## src/hw/rtl/assert_macros.svh

```systemverilog
// assertion helpers for the dispense supervisor
`ifndef ASSERT_MACROS_SVH
`define ASSERT_MACROS_SVH
// implication checked on every rising clock edge outside reset
`define WDS_ASSERT_IMPL(label, clk, rst, ante, cons) \
   label: assert property (@(posedge clk) disable iff (rst) (ante) |-> (cons)) \
      else $error("assertion failed");
// next-cycle implication checked outside reset
`define WDS_ASSERT_NEXT(label, clk, rst, ante, cons) \
   label: assert property (@(posedge clk) disable iff (rst) (ante) |=> (cons)) \
      else $error("assertion failed");
`endif

```

## src/hw/rtl/wds_pkg.sv

```systemverilog
// ---------------------------------------------------------------------------
// wds_pkg
// shared types and codes of the dispense supervisor
// ---------------------------------------------------------------------------
package wds_pkg;
   localparam logic [1:0] KIND_START = 2'd0;
   localparam logic [1:0] KIND_DONE  = 2'd1;
   localparam logic [1:0] KIND_FAULT = 2'd2;
   localparam logic [1:0] KIND_TICK  = 2'd3;

   localparam logic [1:0] ACT_NONE   = 2'd0;
   localparam logic [1:0] ACT_REJECT = 2'd1;
   localparam logic [1:0] ACT_BURST  = 2'd2;
   localparam logic [1:0] ACT_DONE   = 2'd3;

   localparam logic [1:0] OUT_SUCCESS   = 2'd0;
   localparam logic [1:0] OUT_STUCK     = 2'd1;
   localparam logic [1:0] OUT_UNDERFILL = 2'd2;
   localparam logic [1:0] OUT_ABORTED   = 2'd3;

   localparam logic [1:0] PH_IDLE   = 2'd0;
   localparam logic [1:0] PH_MOTOR  = 2'd1;
   localparam logic [1:0] PH_SETTLE = 2'd2;

   localparam logic [2:0] REG_CLOSED = 3'd0;
   localparam logic [2:0] REG_GPP    = 3'd1;
   localparam logic [2:0] REG_TOL    = 3'd2;
   localparam logic [2:0] REG_MAXB   = 3'd3;
   localparam logic [2:0] REG_ZGL    = 3'd4;
   localparam logic [2:0] REG_SETTLE = 3'd5;
   localparam logic [2:0] REG_PMAX   = 3'd6;
   localparam logic [2:0] REG_GMAX   = 3'd7;

   localparam int DivSteps = 17;

   typedef struct packed {
      logic [1:0]  kind;
      logic        request_kind;
      logic [7:0]  target;
      logic        from_uart;
      logic [31:0] now_ms;
      logic [15:0] weight_grams;
      logic        weight_valid;
      logic        weight_trusted;
      logic        motor_ok;
   } req_type;

   typedef struct packed {
      logic [1:0]  action;
      logic        event_taken;
      logic [7:0]  pulse_count;
      logic [15:0] delivered_grams;
      logic        delivered_is_estimate;
      logic [1:0]  outcome;
      logic [7:0]  batches_used;
      logic [7:0]  portions_total;
      logic [15:0] goal_grams;
      logic        busy_res;
   } rsp_type;

   // controller to datapath
   typedef struct packed {
      logic load;       // capture request
      logic div_start;  // begin division
      logic div_step;   // one quotient bit
      logic commit;     // apply step, build result
   } cmd_type;

   // datapath to controller
   typedef struct packed {
      logic need_div;
      logic div_done;
   } sts_type;
endpackage

```

## src/hw/rtl/wds_stream_if.sv

```systemverilog
// ---------------------------------------------------------------------------
// wds_stream_if
// valid/ready channel carrying one payload
// ---------------------------------------------------------------------------
interface wds_stream_if #(parameter type payload_type = logic);
   logic        valid;
   logic        ready;
   payload_type data;
   modport source (output valid, output data, input ready);
   modport sink (input valid, input data, output ready);
endinterface

```

## src/hw/rtl/wds_datapath.sv

```systemverilog
// ---------------------------------------------------------------------------
// wds_datapath
// job state, config registers, shared restoring divider and decisions
// ---------------------------------------------------------------------------
module wds_datapath (
   input  logic                clock,
   input  logic                reset,
   input  logic                csr_we,
   input  logic [2:0]          csr_index,
   input  logic [15:0]         csr_wdata,
   input  wds_pkg::req_type    req_data,
   input  wds_pkg::cmd_type    cmd,
   output wds_pkg::sts_type    sts,
   output wds_pkg::rsp_type    result
);
   logic        closed_ff;
   logic [7:0]  gpp_ff, tol_ff, maxb_ff, zgl_ff, pmax_ff, gmax_ff;
   logic [15:0] settle_ff;

   logic [1:0]  phase_ff, pend_ff;
   logic        open_ff, bok_ff, stime_ff;
   logic [15:0] tgt_ff;
   logic [7:0]  port_ff, bat_ff, zgs_ff;
   logic [15:0] base_ff, prev_ff;
   logic [31:0] sbeg_ff;

   wds_pkg::req_type r_ff;
   logic [16:0] rem_ff, quo_ff, dvd_ff;
   logic [4:0]  cnt_ff;

   logic [7:0]  gpp, pmax;
   assign gpp  = (gpp_ff == 8'd0) ? 8'd1 : gpp_ff;
   assign pmax = (pmax_ff == 8'd0) ? 8'd1 : pmax_ff;

   always_ff @(posedge clock) begin
      if (reset) begin
         closed_ff <= 1'b1; gpp_ff <= 8'd5; tol_ff <= 8'd2; maxb_ff <= 8'd3;
         zgl_ff <= 8'd2; settle_ff <= 16'd1500; pmax_ff <= 8'd10; gmax_ff <= 8'd100;
      end else if (csr_we) begin
         unique case (csr_index)
            wds_pkg::REG_CLOSED: closed_ff <= csr_wdata[0];
            wds_pkg::REG_GPP:    gpp_ff <= csr_wdata[7:0];
            wds_pkg::REG_TOL:    tol_ff <= csr_wdata[7:0];
            wds_pkg::REG_MAXB:   maxb_ff <= csr_wdata[7:0];
            wds_pkg::REG_ZGL:    zgl_ff <= csr_wdata[7:0];
            wds_pkg::REG_SETTLE: settle_ff <= csr_wdata;
            wds_pkg::REG_PMAX:   pmax_ff <= csr_wdata[7:0];
            wds_pkg::REG_GMAX:   gmax_ff <= csr_wdata[7:0];
            default: ;
         endcase
      end
   end

   // measurement terms of the settle reading
   logic signed [17:0] w, delivered, bdelta, thresh;
   logic measured, div_grams, div_tick;
   assign w         = 18'(signed'(r_ff.weight_grams));
   assign delivered = w - 18'(signed'(base_ff));
   assign bdelta    = w - 18'(signed'(prev_ff));
   assign thresh    = signed'({2'b00, tgt_ff}) - signed'({10'd0, tol_ff});
   assign measured  = bok_ff & r_ff.weight_valid & r_ff.weight_trusted;
   logic [31:0] elapsed;
   assign elapsed = r_ff.now_ms - sbeg_ff;

   logic [7:0] zgs_new;
   always_comb begin
      if (bdelta <= 18'sd0) zgs_new = (zgs_ff == 8'd255) ? zgs_ff : zgs_ff + 8'd1;
      else zgs_new = 8'd0;
   end

   // does this item need the divider
   logic settle_go, extra_path;
   assign settle_go = r_ff.kind == wds_pkg::KIND_TICK && phase_ff == wds_pkg::PH_SETTLE
                      && stime_ff && elapsed >= {16'd0, settle_ff};
   assign extra_path = settle_go && measured && pend_ff != wds_pkg::OUT_STUCK && !open_ff
                      && !(delivered >= thresh)
                      && !(bat_ff >= maxb_ff || zgs_new >= zgl_ff);
   assign div_grams = r_ff.kind == wds_pkg::KIND_START && r_ff.request_kind;
   assign div_tick  = extra_path;
   assign sts.need_div = div_grams || div_tick;
   assign sts.div_done = cnt_ff == 5'd0;

   logic [16:0] dvd_sel, trial;
   always_comb begin
      if (div_grams) dvd_sel = 17'({9'd0, r_ff.target} + {9'd0, gpp} - 17'd1);
      else dvd_sel = 17'(18'(signed'({2'b00, tgt_ff})) - delivered);
   end
   assign trial = {rem_ff[15:0], dvd_ff[16]};

   always_ff @(posedge clock) begin
      if (cmd.load) r_ff <= req_data;
      if (cmd.div_start) begin
         dvd_ff <= dvd_sel; rem_ff <= 17'd0; quo_ff <= 17'd0;
         cnt_ff <= 5'(wds_pkg::DivSteps);
      end else if (cmd.div_step && cnt_ff != 5'd0) begin
         dvd_ff <= {dvd_ff[15:0], 1'b0};
         if (trial >= {9'd0, gpp}) begin
            rem_ff <= trial - {9'd0, gpp}; quo_ff <= {quo_ff[15:0], 1'b1};
         end else begin
            rem_ff <= trial; quo_ff <= {quo_ff[15:0], 1'b0};
         end
         cnt_ff <= cnt_ff - 5'd1;
      end
   end

   // result and next state of one item
   wds_pkg::rsp_type res;
   logic [1:0]  phase_n, pend_n;
   logic        open_n, bok_n, stime_n;
   logic [15:0] tgt_n, base_n, prev_n;
   logic [7:0]  port_n, bat_n, zgs_n, extra;
   logic [31:0] sbeg_n;
   logic [15:0] est, evg;
   logic [8:0]  psum;

   always_comb begin
      res = '0;
      phase_n = phase_ff; pend_n = pend_ff; open_n = open_ff; bok_n = bok_ff;
      stime_n = stime_ff; tgt_n = tgt_ff; base_n = base_ff; prev_n = prev_ff;
      port_n = port_ff; bat_n = bat_ff; zgs_n = zgs_ff; sbeg_n = sbeg_ff;
      est = {8'd0, port_ff} * {8'd0, gpp};
      evg = measured ? ((delivered < 0) ? 16'd0 : delivered[15:0]) : est;
      extra = (quo_ff > 17'd255) ? 8'd255 : quo_ff[7:0];
      psum = 9'd0;
      case (r_ff.kind)
         wds_pkg::KIND_START: begin
            if (phase_ff != wds_pkg::PH_IDLE) res.action = wds_pkg::ACT_REJECT;
            else if (r_ff.request_kind && (r_ff.target == 8'd0 || r_ff.target > gmax_ff))
               res.action = wds_pkg::ACT_REJECT;
            else if (!r_ff.request_kind && (r_ff.target == 8'd0 || r_ff.target > pmax))
               res.action = wds_pkg::ACT_REJECT;
            else if (!r_ff.motor_ok) res.action = wds_pkg::ACT_REJECT;
            else begin
               if (r_ff.request_kind) begin
                  port_n = (quo_ff > {9'd0, pmax}) ? pmax : quo_ff[7:0];
                  if (port_n == 8'd0) port_n = 8'd1;
                  tgt_n = {8'd0, r_ff.target};
               end else begin
                  port_n = r_ff.target;
                  tgt_n = {8'd0, r_ff.target} * {8'd0, gpp};
               end
               open_n = (!r_ff.request_kind && r_ff.from_uart) || !closed_ff;
               bat_n = 8'd1; zgs_n = 8'd0; pend_n = wds_pkg::OUT_SUCCESS;
               bok_n = r_ff.weight_valid & r_ff.weight_trusted;
               base_n = bok_n ? r_ff.weight_grams : 16'd0;
               prev_n = base_n; stime_n = 1'b0; phase_n = wds_pkg::PH_MOTOR;
               res.action = wds_pkg::ACT_BURST; res.pulse_count = port_n;
               res.batches_used = bat_n; res.portions_total = port_n;
               res.goal_grams = tgt_n;
            end
         end
         wds_pkg::KIND_DONE, wds_pkg::KIND_FAULT: begin
            if (phase_ff == wds_pkg::PH_MOTOR) begin
               pend_n = (r_ff.kind == wds_pkg::KIND_DONE) ? wds_pkg::OUT_SUCCESS
                                                          : wds_pkg::OUT_STUCK;
               phase_n = wds_pkg::PH_SETTLE; stime_n = 1'b0; res.event_taken = 1'b1;
            end
         end
         default: begin
            if (phase_ff == wds_pkg::PH_SETTLE) begin
               if (!stime_ff) begin
                  sbeg_n = r_ff.now_ms; stime_n = 1'b1;
               end else if (settle_go) begin
                  if (measured) begin
                     zgs_n = zgs_new; prev_n = r_ff.weight_grams;
                  end
                  res.batches_used = bat_ff; res.portions_total = port_ff;
                  res.goal_grams = tgt_ff; res.delivered_grams = evg;
                  res.action = wds_pkg::ACT_DONE;
                  phase_n = wds_pkg::PH_IDLE; stime_n = 1'b0;
                  if (pend_ff == wds_pkg::OUT_STUCK || open_ff || !measured) begin
                     res.outcome = pend_ff; res.delivered_is_estimate = !measured;
                  end else if (delivered >= thresh) res.outcome = wds_pkg::OUT_SUCCESS;
                  else if (bat_ff >= maxb_ff || zgs_new >= zgl_ff)
                     res.outcome = wds_pkg::OUT_UNDERFILL;
                  else begin
                     if (extra == 8'd0) extra = 8'd1;
                     if (extra > pmax) extra = pmax;
                     if (!r_ff.motor_ok) res.outcome = wds_pkg::OUT_ABORTED;
                     else begin
                        psum = {1'b0, port_ff} + {1'b0, extra};
                        port_n = psum[8] ? 8'd255 : psum[7:0];
                        bat_n = (bat_ff == 8'd255) ? bat_ff : bat_ff + 8'd1;
                        phase_n = wds_pkg::PH_MOTOR;
                        res = '0;
                        res.action = wds_pkg::ACT_BURST; res.pulse_count = extra;
                        res.batches_used = bat_n; res.portions_total = port_n;
                        res.goal_grams = tgt_ff;
                     end
                  end
                  pend_n = (res.action == wds_pkg::ACT_DONE) ? res.outcome : pend_ff;
               end
            end
         end
      endcase
      res.busy_res = phase_n != wds_pkg::PH_IDLE;
   end

   always_ff @(posedge clock) begin
      if (reset) begin
         phase_ff <= wds_pkg::PH_IDLE; pend_ff <= wds_pkg::OUT_SUCCESS; open_ff <= 1'b1;
         tgt_ff <= '0; port_ff <= '0; bat_ff <= '0; base_ff <= '0; bok_ff <= 1'b0;
         prev_ff <= '0; sbeg_ff <= '0; stime_ff <= 1'b0; zgs_ff <= '0;
      end else if (cmd.commit) begin
         phase_ff <= phase_n; pend_ff <= pend_n; open_ff <= open_n; tgt_ff <= tgt_n;
         port_ff <= port_n; bat_ff <= bat_n; base_ff <= base_n; bok_ff <= bok_n;
         prev_ff <= prev_n; sbeg_ff <= sbeg_n; stime_ff <= stime_n; zgs_ff <= zgs_n;
      end
   end

   always_ff @(posedge clock) begin
      if (cmd.commit) result <= res;
   end
endmodule

```

## src/hw/rtl/wds_control.sv

```systemverilog
// ---------------------------------------------------------------------------
// wds_control
// sequencer: accept, divide if needed, commit, hold result
// ---------------------------------------------------------------------------
module wds_control (
   input  logic             clock,
   input  logic             reset,
   input  logic             req_valid,
   output logic             req_ready,
   output logic             rsp_valid,
   input  logic             rsp_ready,
   input  wds_pkg::sts_type sts,
   output wds_pkg::cmd_type cmd
);
   typedef enum logic [3:0] {
      ST_IDLE = 4'b0001, ST_EVAL = 4'b0010, ST_DIV = 4'b0100, ST_OUT = 4'b1000
   } state_type;
   state_type state_ff, state_in;

   assign req_ready = state_ff == ST_IDLE;
   assign rsp_valid = state_ff == ST_OUT;

   always_comb begin
      state_in = state_ff;
      cmd = '0;
      unique case (state_ff)
         ST_IDLE: begin
            cmd.load = req_valid;
            if (req_valid) state_in = ST_EVAL;
         end
         ST_EVAL: begin
            if (sts.need_div) begin
               cmd.div_start = 1'b1; state_in = ST_DIV;
            end else begin
               cmd.commit = 1'b1; state_in = ST_OUT;
            end
         end
         ST_DIV: begin
            if (sts.div_done) begin
               cmd.commit = 1'b1; state_in = ST_OUT;
            end else cmd.div_step = 1'b1;
         end
         ST_OUT: if (rsp_ready) state_in = ST_IDLE;
         default: state_in = ST_IDLE;
      endcase
   end

   always_ff @(posedge clock) begin
      if (reset) state_ff <= ST_IDLE;
      else state_ff <= state_in;
   end
endmodule

```

## src/hw/rtl/weighed_dispense_supervisor.sv

```systemverilog
// ---------------------------------------------------------------------------
// weighed_dispense_supervisor
// supervises one weighed feed dispense job
// ---------------------------------------------------------------------------
// req carries start requests, motor events and ticks; rsp returns exactly
// one result transaction per request transaction. csr writes the eight
// configuration registers by index; the user must write them only while no
// transaction is in flight, which the block itself does not enforce. With
// no division the EVAL state commits the result to the output register,
// which is held valid in the OUT state. A grams target or an extra burst
// runs the 17-step restoring divider (one quotient bit per cycle) first.
// One item is in work at a time; req_ready is low from accept until the
// result is taken.
// A stalled rsp holds its result and keeps req_ready low.
// Synchronous reset returns the job to idle and loads register defaults.
`include "assert_macros.svh"
module weighed_dispense_supervisor (
   input  logic        clock,
   input  logic        reset,
   wds_stream_if.sink   req,
   wds_stream_if.source rsp,
   input  logic        csr_we,
   input  logic [2:0]  csr_index,
   input  logic [15:0] csr_wdata
);
   wds_pkg::cmd_type cmd;
   wds_pkg::sts_type sts;

   wds_control u_ctrl (
      .clock, .reset, .req_valid(req.valid), .req_ready(req.ready),
      .rsp_valid(rsp.valid), .rsp_ready(rsp.ready), .sts, .cmd
   );

   wds_datapath u_dp (
      .clock, .reset, .csr_we, .csr_index, .csr_wdata,
      .req_data(req.data), .cmd, .sts, .result(rsp.data)
   );

   `WDS_ASSERT_IMPL(a_no_overlap, clock, reset, rsp.valid, !req.ready)
   `WDS_ASSERT_NEXT(a_commit_shows, clock, reset, cmd.commit, rsp.valid)
   `WDS_ASSERT_IMPL(a_one_cmd, clock, reset, 1'b1,
      $onehot0({cmd.load, cmd.div_start, cmd.div_step, cmd.commit}))
endmodule
```

## src/flat_wrapper.sv

```systemverilog
// flat-port wrapper written by rule: the top's interface ports become plain ports
module weighed_dispense_supervisor_flat 
  (clock, reset, csr_we, csr_index, csr_wdata, req_valid, req_data, req_ready, rsp_valid, rsp_data, rsp_ready);
  wds_stream_if req_i ();
  wds_stream_if rsp_i ();
  input  logic clock;
  input  logic reset;
  input  logic csr_we;
  input  logic [2:0] csr_index;
  input  logic [15:0] csr_wdata;
  input wire logic [$bits(req_i.valid)-1:0] req_valid;
  input wire logic [$bits(req_i.data)-1:0] req_data;
  output wire logic [$bits(req_i.ready)-1:0] req_ready;
  output wire logic [$bits(rsp_i.valid)-1:0] rsp_valid;
  output wire logic [$bits(rsp_i.data)-1:0] rsp_data;
  input wire logic [$bits(rsp_i.ready)-1:0] rsp_ready;
  assign req_i.valid = req_valid;
  assign req_i.data = req_data;
  assign req_ready = req_i.ready;
  assign rsp_valid = rsp_i.valid;
  assign rsp_data = rsp_i.data;
  assign rsp_i.ready = rsp_ready;
  weighed_dispense_supervisor u_core (.clock(clock), .reset(reset), .req(req_i), .rsp(rsp_i), .csr_we(csr_we), .csr_index(csr_index), .csr_wdata(csr_wdata));
endmodule
```

## config.mk

```make
export PLATFORM = sky130hd
export DESIGN_NAME = weighed_dispense_supervisor_flat
export DESIGN_NICKNAME = d
export VERILOG_FILES = /design/src/hw/rtl/wds_pkg.sv /design/src/hw/rtl/wds_stream_if.sv /design/src/hw/rtl/wds_datapath.sv /design/src/hw/rtl/wds_control.sv /design/src/hw/rtl/weighed_dispense_supervisor.sv /design/src/flat_wrapper.sv
export VERILOG_INCLUDE_DIRS = /design/src /design/src/hw/rtl
export SDC_FILE = /design/constraint.sdc
export NUM_CORES = 1
export LEC_CHECK = 0
export BUFFER_PORTS_ARGS = -buffer_cell sky130_fd_sc_hd__buf_4
export CORE_AREA = 2 2 39 41
export CTS_CLUSTER_SIZE = 28
export DETAILED_ROUTE_END_ITERATION = 8
export DIE_AREA = 0 0 41 43
export PLACE_DENSITY = 0.41
export SYNTH_ARGS = -nofsm -noshare
export SYNTH_HDL_FRONTEND = slang
export SYNTH_SLANG_ARGS = --single-unit
```

## constraint.sdc

```tcl
create_clock -name clock -period 1.1 [get_ports clock]
set_input_delay 0.11 -clock clock [delete_from_list [all_inputs] [get_ports clock]]
set_output_delay 0.11 -clock clock [all_outputs]
set_load 0.03 [all_outputs]
```

Word level (Yosys, flattened, before mapping)
Cells that the tools add are included.
{ "word_totals": {"regBits": 9, "input_bits": 25, "out_inout_bits": 3, "word_cells": 20} }
{ "classes": {"add_sub_neg": 1, "eq_ne": 7, "muxes": 6, "n_reduce_logical": 4} }
{ "ops": {"columns": ["cell", "n"], "rows": [
  ["4-bit case mux with 4 select lines", 1],
  ["4-bit two-way mux", 3],
  ["5-bit logical NOT", 1],
  ["5-bit nonzero test", 1],
  ["5-bit by 1-bit subtractor with 5-bit output (second input constant)", 1],
  ["4-bit by 1-bit == test with 1-bit output (second input constant)", 1],
  ["4-bit by 2-bit == test with 1-bit output (second input constant)", 1],
  ["4-bit by 3-bit == test with 1-bit output (second input constant)", 1],
  ["4-bit == test (second input constant)", 1],
  ["2-bit by 1-bit inequality test with 1-bit output (second input constant)", 2],
  ["3-bit AND reduction", 1],
  ["1-bit two-way mux", 2],
  ["2-bit inequality test (second input constant)", 1],
  ["1-bit logical AND", 1]
]} }

Logic depth before layout (Yosys ltp)
Gate-level depths: netlist of run 1.
{ "logic_depth": {"depth_word": 4, "depth_mapped": 2} }

Cells and area by module
From an unflattened synthesis of run 1, not the netlist that was laid out.
{ "unflattened": {"hier_cells": 3080, "hier_area_um2": 26476.6} }
{ "modules_own_cells": {"columns": ["module", "n_inst", "cells_per_inst", "area_per_inst_um2"], "rows": [
  ["wds_datapath", 1, 3044, 26122.6],
  ["wds_control", 1, 35, 350.3],
  ["weighed_dispense_supervisor", 1, 1, 3.8]
]} }

Least setup slack after synthesis of run 1
Ideal clock, no wire load.
{ "synth_timing": {"path_type": "register to output", "from": "register u_core.u_ctrl.state_ff[0]", "to": "output port req_ready", "arrival_time_ps": 1140, "setup_slack_ps": -150, "stages_incl_launch_ff": 2, "n_path_buf": 0, "cell_sequence": "dfxtp_1 nor3b_1"} }
{ "synth_via": {"elab_chain_cells": 1} }
{ "synth_lines": {"columns": ["element", "line_no", "text"], "rows": [
  ["from (decl)", "wds_control.sv:18", "state_type state_ff, state_in;"],
  ["from (signal assigned)", "wds_control.sv:50", "else state_ff <= state_in;"],
  ["4-bit by 1-bit == test with 1-bit output", "wds_control.sv:20", "assign req_ready = state_ff == ST_IDLE;"],
  ["to (decl)", "flat_wrapper.sv:13", "output wire logic [$bits(req_i.ready)-1:0] req_ready;"]
]} }
No other way between the ends.

Worst setup path after layout of run 1
{ "layout_timing": {"from": "register u_core.u_ctrl.state_ff[3]", "to": "output port req_ready"} }
The elaborated chain is that of the path after synthesis.

==> results of run 1 <==
-- path summary, 6_finish.rpt --
| check | cells past startpoint | start | slack (ns) | to |
|---|---|---|---|---|
| setup / recovery | 3 | u_core.u_ctrl.state_ff[3] | 0.02 | req_ready |
| hold / removal | 2 | reset | 0.03 | u_core.u_ctrl.state_ff[3] |
| setup reg to reg | 2 | u_core.u_ctrl.state_ff[1] | 0.06 | u_core.u_ctrl.state_ff[3] |
| hold reg to reg | 1 | u_core.u_ctrl.state_ff[0] | 0.47 | u_core.u_ctrl.state_ff[3] |
-- layer usage --
metal	global-route usage (%)	wire, µm	up-vias
met5	0	0	-
met4	10.0	23	0
met3	3.14	36	4
met2	5.31	116	7
met1	5.43	138	61
li1	-	-	76
-- cell usage in the layout (no fill, tap or decap), types with 2 or more instances in the layout --
cell / n
buf_4: 6
dfxtp_2: 3
clkbuf_4: 3
nor3b_2: 2
-- cells in the mapped netlist, drive strengths merged --
cell / count / area (µm²)
and2: 1 / 6.26
inv: 1 / 3.75
nor4b: 1 / 8.76
a211oi: 1 / 12.5
dfxtp: 3 / 60.1
buf: 1 / 7.51
and4bb: 1 / 12.5
or3b: 1 / 8.76
conb: 1 / 3.75
nor3b: 3 / 22.5
o31ai: 1 / 7.51
nand2b: 1 / 6.26
-- metrics by stage --
stage | std cells | util, % | hold slack (ns) | power [mW] | instance area, µm²
detailed placement | 38 | 17.0 | 0.281 | 0.179 | 235
finish | 42 | 19.4 | 0.0347 | 0.368 | 269
global route | 42 | 19.4 | 0.0274 | 0.398 | 269
global placement | 38 | 17.0 | 0.285 | 0.178 | 235
CTS | 42 | 19.4 | 0.0278 | 0.378 | 269
floorplan | 16 | - | 0.175 | 0.158 | 170
-- where the power goes --
| group | switching, mW | internal [mW] |
|---|---|---|
| sequential | 0.00969 | 0.117 |
| combinational | 0.0245 | 0.0260 |
| clock | 0.0550 | 0.136 |
| total | 0.0892 | 0.278 |
-- critical path, stage by stage (launching register included) --
cell and delay, ns:
dfxtp_2 0.32, buf_6 0.11, nor3b_2 0.14, buf_4 0.18
-- kinds of logic (layout without fill, tap and decap cells) --
family / after synthesis / in the layout / share of synthesized area [%]
AND/OR/NAND/NOR: 8 / 8 / 40.6
AO/OA/AOI/OAI: 2 / 2 / 12.5
flip-flops: 3 / 3 / 37.5
buffers and inverters: 2 / 12 / 7.03
other: 1 / 1 / 2.34
-- cell type report --
class / instances / area, µm²
multi-input combinational: 11 / 98.8
clock buffer: 4 / 26.3
fill: 160 / 1110
tap: 16 / 20.0
timing repair buffer: 7 / 56.3
sequential: 3 / 63.8
inverter: 1 / 3.75
-- what timing repair did --
action / 4_1_cts / 5_1_grt
setup buffers: 1 / 0
pin swaps: 2 / 1
setup endpoints to repair: 2 / 3
gates resized for setup: 4 / 0
==> results.py, run 1 <==
metrics = {
    "sta": {
        "slew_viol_final": 0,
        "skew_ns": 0.000520,
        "rsz0062_at_grt": "yes",
        "period_needed_ns": 1.08,
        "hold_violations": 0,
        "fmax_mhz": 922,
        "setup_slack_ns": 0.0155,
        "fin_crit_sh_pct": 98.6,
        "setup_violations": 0,
        "fin_setup_tns_ns": 0,
    },
    "synthesis": {
        "ys_seq_area_share_pct": 37.5,
        "syn-num-nets": 41,
        "synth_cell_types": 12,
        "yosysWarnings": 0,
        "avgSynthCellArea_um2": 10.0,
        "syn_inst": 16,
        "synth_seq_cells": 3,
        "netlist_area_um2": 160,
    },
    "detailed_routing": {
        "vias_per_cell": 3.52,
        "drt_iter0_drc": 0,
        "vias": 148,
        "drc": 0,
        "postRouteWirelength_um": 314,
        "dr.pass1.iters": 1,
        "final_antenna_net_count": 0,
        "wl_per_cell_um": 7.48,
    },
    "floorplanning": {
        "die_w_um": 41,
        "die_h_um": 43,
        "core_um2": 1380,
        "fp-row-count": 14,
        "pin_count": 28,
        "start_util_pct": 11.6,
        "dieArea_um2": 1760,
    },
    "layout": {
        "reg.largest.list": "u_core.u_ctrl.state_ff: 3 flops",
        "antennaDiodeCount": 0,
        "nNetsFinal": 52,
        "drive_gt1_share_pct": 65.4,
        "largest_register_ffs": 3,
        "syn_to_final_growth_pct": 68.0,
        "largest_register": "u_core.u_ctrl.state_ff",
    },
    "critical_path": {
        "required_ns": 0.99,
        "worstSetupPathType": "register to primary output",
        "cp_max_fo": 4,
        "critPathCaptureType": "primary output",
        "arrival_ns": 0.97,
        "start_kind": "register",
    },
    "global_routing": {
        "grt_pass1_vias": 143,
        "overflow": 0,
        "antenna_found_initial": 0,
        "grt.total_usage_pct": 5.51,
        "grt_pass1_wl_um": 538,
        "grt_max_degree": 8,
    },
    "placement": {
        "hpwl_um": 236,
        "dp_slack_ns": 0.0798,
        "numPortBuffers": 5,
        "gp_congestion": 0.644,
    },
    "cts": {
        "clock_sinks": 3,
        "cts-hold-fix-buffers": 0,
        "htreeDepth": 1,
        "cts_tree": "done",
        "clk_pin_slew_ns": 0.04,
        "cts.path.max_buffers": 2,
        "clock_latency_ns": 0.23,
        "cts_buffers": 3,
        "cts-root-buf": "clkbuf_4",
    },
    "power": {
        "power.density_nw_per_um2": 1370,
        "peakVddDrop_uv": 476,
        "leakagePower_nw": 0.105,
    },
    "outcome": {
        "status": "complete, no violations",
    },
    "hold_path": {
        "hold_class": "primary input to register",
    },
    "job": {
        "cap_violations": 0,
    },
}
(Power assumes the default switching activity.)
==> run 2, diff against run 1 <==
HOLD_SLACK_MARGIN = 0.15   (was unset)
==> run 2 against run 1 <==
  * Design area rose by 3.7%
  * Maximum frequency hardly changed
  * Non-clock buffer count increased by 1
  * Critical endpoint unchanged
  * Core utilization is 0.72 points higher
  * Count of clock-buffer cells in the layout unchanged
  * Highest routed layer unchanged
  * Die area did not move
  * Global-route usage unchanged
  * Cell count up 2.4%
==> results.py, run 2 (synthesis gave the netlist of run 1 again) <==
metrics = {
    "outcome": {
        "status": "complete, no violations",
    },
    "global_routing": {
        "overflow": 0,
        "antenna_found_initial": 0,
        "grt_max_degree": 8,
        "grt.total_usage_pct": 5.51,
        "grt_pass1_vias": 143,
        "grt_pass1_wl_um": 538,
    },
    "layout": {
        "final_cell_mix": "buf_4, clkbuf_4, dfxtp_2",
        "largest_register": "u_core.u_ctrl.state_ff",
        "largest_register_ffs": 3,
        "seq_area_um2": 63.8,
        "antennaDiodeCount": 0,
        "multiInputGateArea_um2": 98.8,
        "reg.largest.list": "u_core.u_ctrl.state_ff: 3 flops",
        "drive_gt1_share_pct": 63.0,
        "num-fill-cells": 159,
        "final_common_cell": "buf_4",
        "syn_to_final_growth_pct": 74.2,
        "nNetsFinal": 53,
    },
    "detailed_routing": {
        "wl_per_cell_um": 7.35,
        "drc": 0,
        "postRouteWirelength_um": 316,
        "drt_iter0_drc": 0,
        "vias": 152,
        "vias_per_cell": 3.53,
        "final_antenna_net_count": 0,
        "dr.pass1.iters": 1,
    },
    "job": {
        "cap_violations": 0,
    },
    "power": {
        "power.density_nw_per_um2": 1330,
        "p_switching_mw": 0.0897,
        "intPower_mw": 0.281,
        "combPwrFrac_pct": 14.4,
        "leakagePower_nw": 0.109,
        "switching_share_pct": 24.2,
        "seqPwrFrac_pct": 34.1,
        "peakVddDrop_uv": 481,
        "p_clk_share_pct": 51.5,
    },
    "sta": {
        "rsz0062_at_grt": "yes",
        "period_needed_ns": 1.08,
        "hold_ws_ns": 0.169,
        "fmax_mhz": 922,
        "slew_viol_final": 0,
        "setup_violations": 0,
        "fin_setup_tns_ns": 0,
        "hold_violations": 0,
        "skew_ns": 0.000520,
        "fin_crit_sh_pct": 98.6,
    },
    "critical_path": {
        "cp_max_fo": 4,
        "critPathCaptureType": "primary output",
        "worstSetupPathDepth": 3,
        "reg2reg_depth": 2,
        "required_ns": 0.99,
        "cpPeakStageDelay_ns": 0.32,
        "critical_path.top_delay_family": "flip-flops",
        "worstSetupPathType": "register to primary output",
        "cp_slowest_cell": "dfxtp_2",
        "cp_cell_sequence": "buf_6 -> nor3b_2 -> buf_4",
        "path_buf_inv": 2,
        "reg2reg_slack_ns": 0.06,
        "arrival_ns": 0.97,
        "start_kind": "register",
    },
    "floorplanning": {
        "start_util_pct": 11.6,
        "pin_count": 28,
        "dieArea_um2": 1760,
        "core_um2": 1380,
        "fp-row-count": 14,
        "die_w_um": 41,
        "die_h_um": 43,
    },
    "placement": {
        "gp_congestion": 0.644,
        "numPortBuffers": 5,
        "hpwl_um": 236,
    },
    "cts": {
        "htreeDepth": 1,
        "cts.path.max_buffers": 2,
        "clk_pin_slew_ns": 0.04,
        "clock_sinks": 3,
        "cts_buffers": 3,
        "cts-root-buf": "clkbuf_4",
        "cts_tree": "done",
        "clock_latency_ns": 0.23,
    },
    "hold_path": {
        "min_path_cells": 3,
        "hold_class": "primary input to register",
    },
}
-- run 2: stage by stage --
| step | instance area [µm²] | std cells | power [mW] | worst slack [ns] | utilization, % |
|---|---|---|---|---|---|
| after floorplan | 170 | 16 | 0.158 | 0.0937 | - |
| after global placement | 235 | 38 | 0.178 | 0.0797 | 17.0 |
| after detailed placement | 235 | 38 | 0.179 | 0.0798 | 17.0 |
| after CTS | 279 | 43 | 0.381 | 0.00259 | 20.2 |
| after global routing | 279 | 43 | 0.401 | -0.0390 | 20.2 |
| final | 279 | 43 | 0.370 | 0.0155 | 20.2 |
-- run 2: repair_timing --
action | in CTS | in global routing
setup buffers | 1 | 0
hold buffers | 1 | 0
endpoints found under the setup margin | 2 | 3
endpoints found under the hold margin | 2 | 0
gates resized for setup | 4 | 0
pin swaps | 2 | 1
-- run 2: routing by layer --
layer,routed length [µm],track usage (%),vias up
met2,115,5.31,7
li1,-,-,78
met1,141,5.43,63
met5,0,0,-
met4,23,10.0,0
met3,36,3.14,4
-- run 2: final cells by class --
type                            instances  share of cell area (%)
Clock buffer                            4                    9.42
Tap cell                               16                    7.17
Multi-Input combinational cell         11                    35.4
Timing Repair Buffer                    8                    23.8
Sequential cell                         3                    22.9
Inverter                                1                    1.35
-- run 2: worst register-to-register path, delay by kind of cell, from the launching register on --
kind	cells	cell delay [ns]
AO/OA/AOI/OAI	1	0.22
flip-flops	1	0.34
AND/OR/NAND/NOR	1	0.39
-- run 2: power by group through the flow --
stage          Clock, mW  Combinational, mW  Sequential, mW
5_1_grt            0.216             0.0578           0.127
4_1_cts            0.202             0.0534           0.126
2_1_floorplan          0             0.0332           0.125
6_report           0.191             0.0533           0.126
3_3_place_gp           0             0.0540           0.124
3_5_place_dp           0             0.0547           0.125
-- run 2: worst paths after layout --
kind	from	end
worst max-delay path	u_core.u_ctrl.state_ff[3]	req_ready
worst min-delay path	rsp_ready	u_core.u_ctrl.state_ff[3]
worst max register to register	u_core.u_ctrl.state_ff[1]	u_core.u_ctrl.state_ff[3]
worst min register to register	u_core.u_ctrl.state_ff[0]	u_core.u_ctrl.state_ff[3]
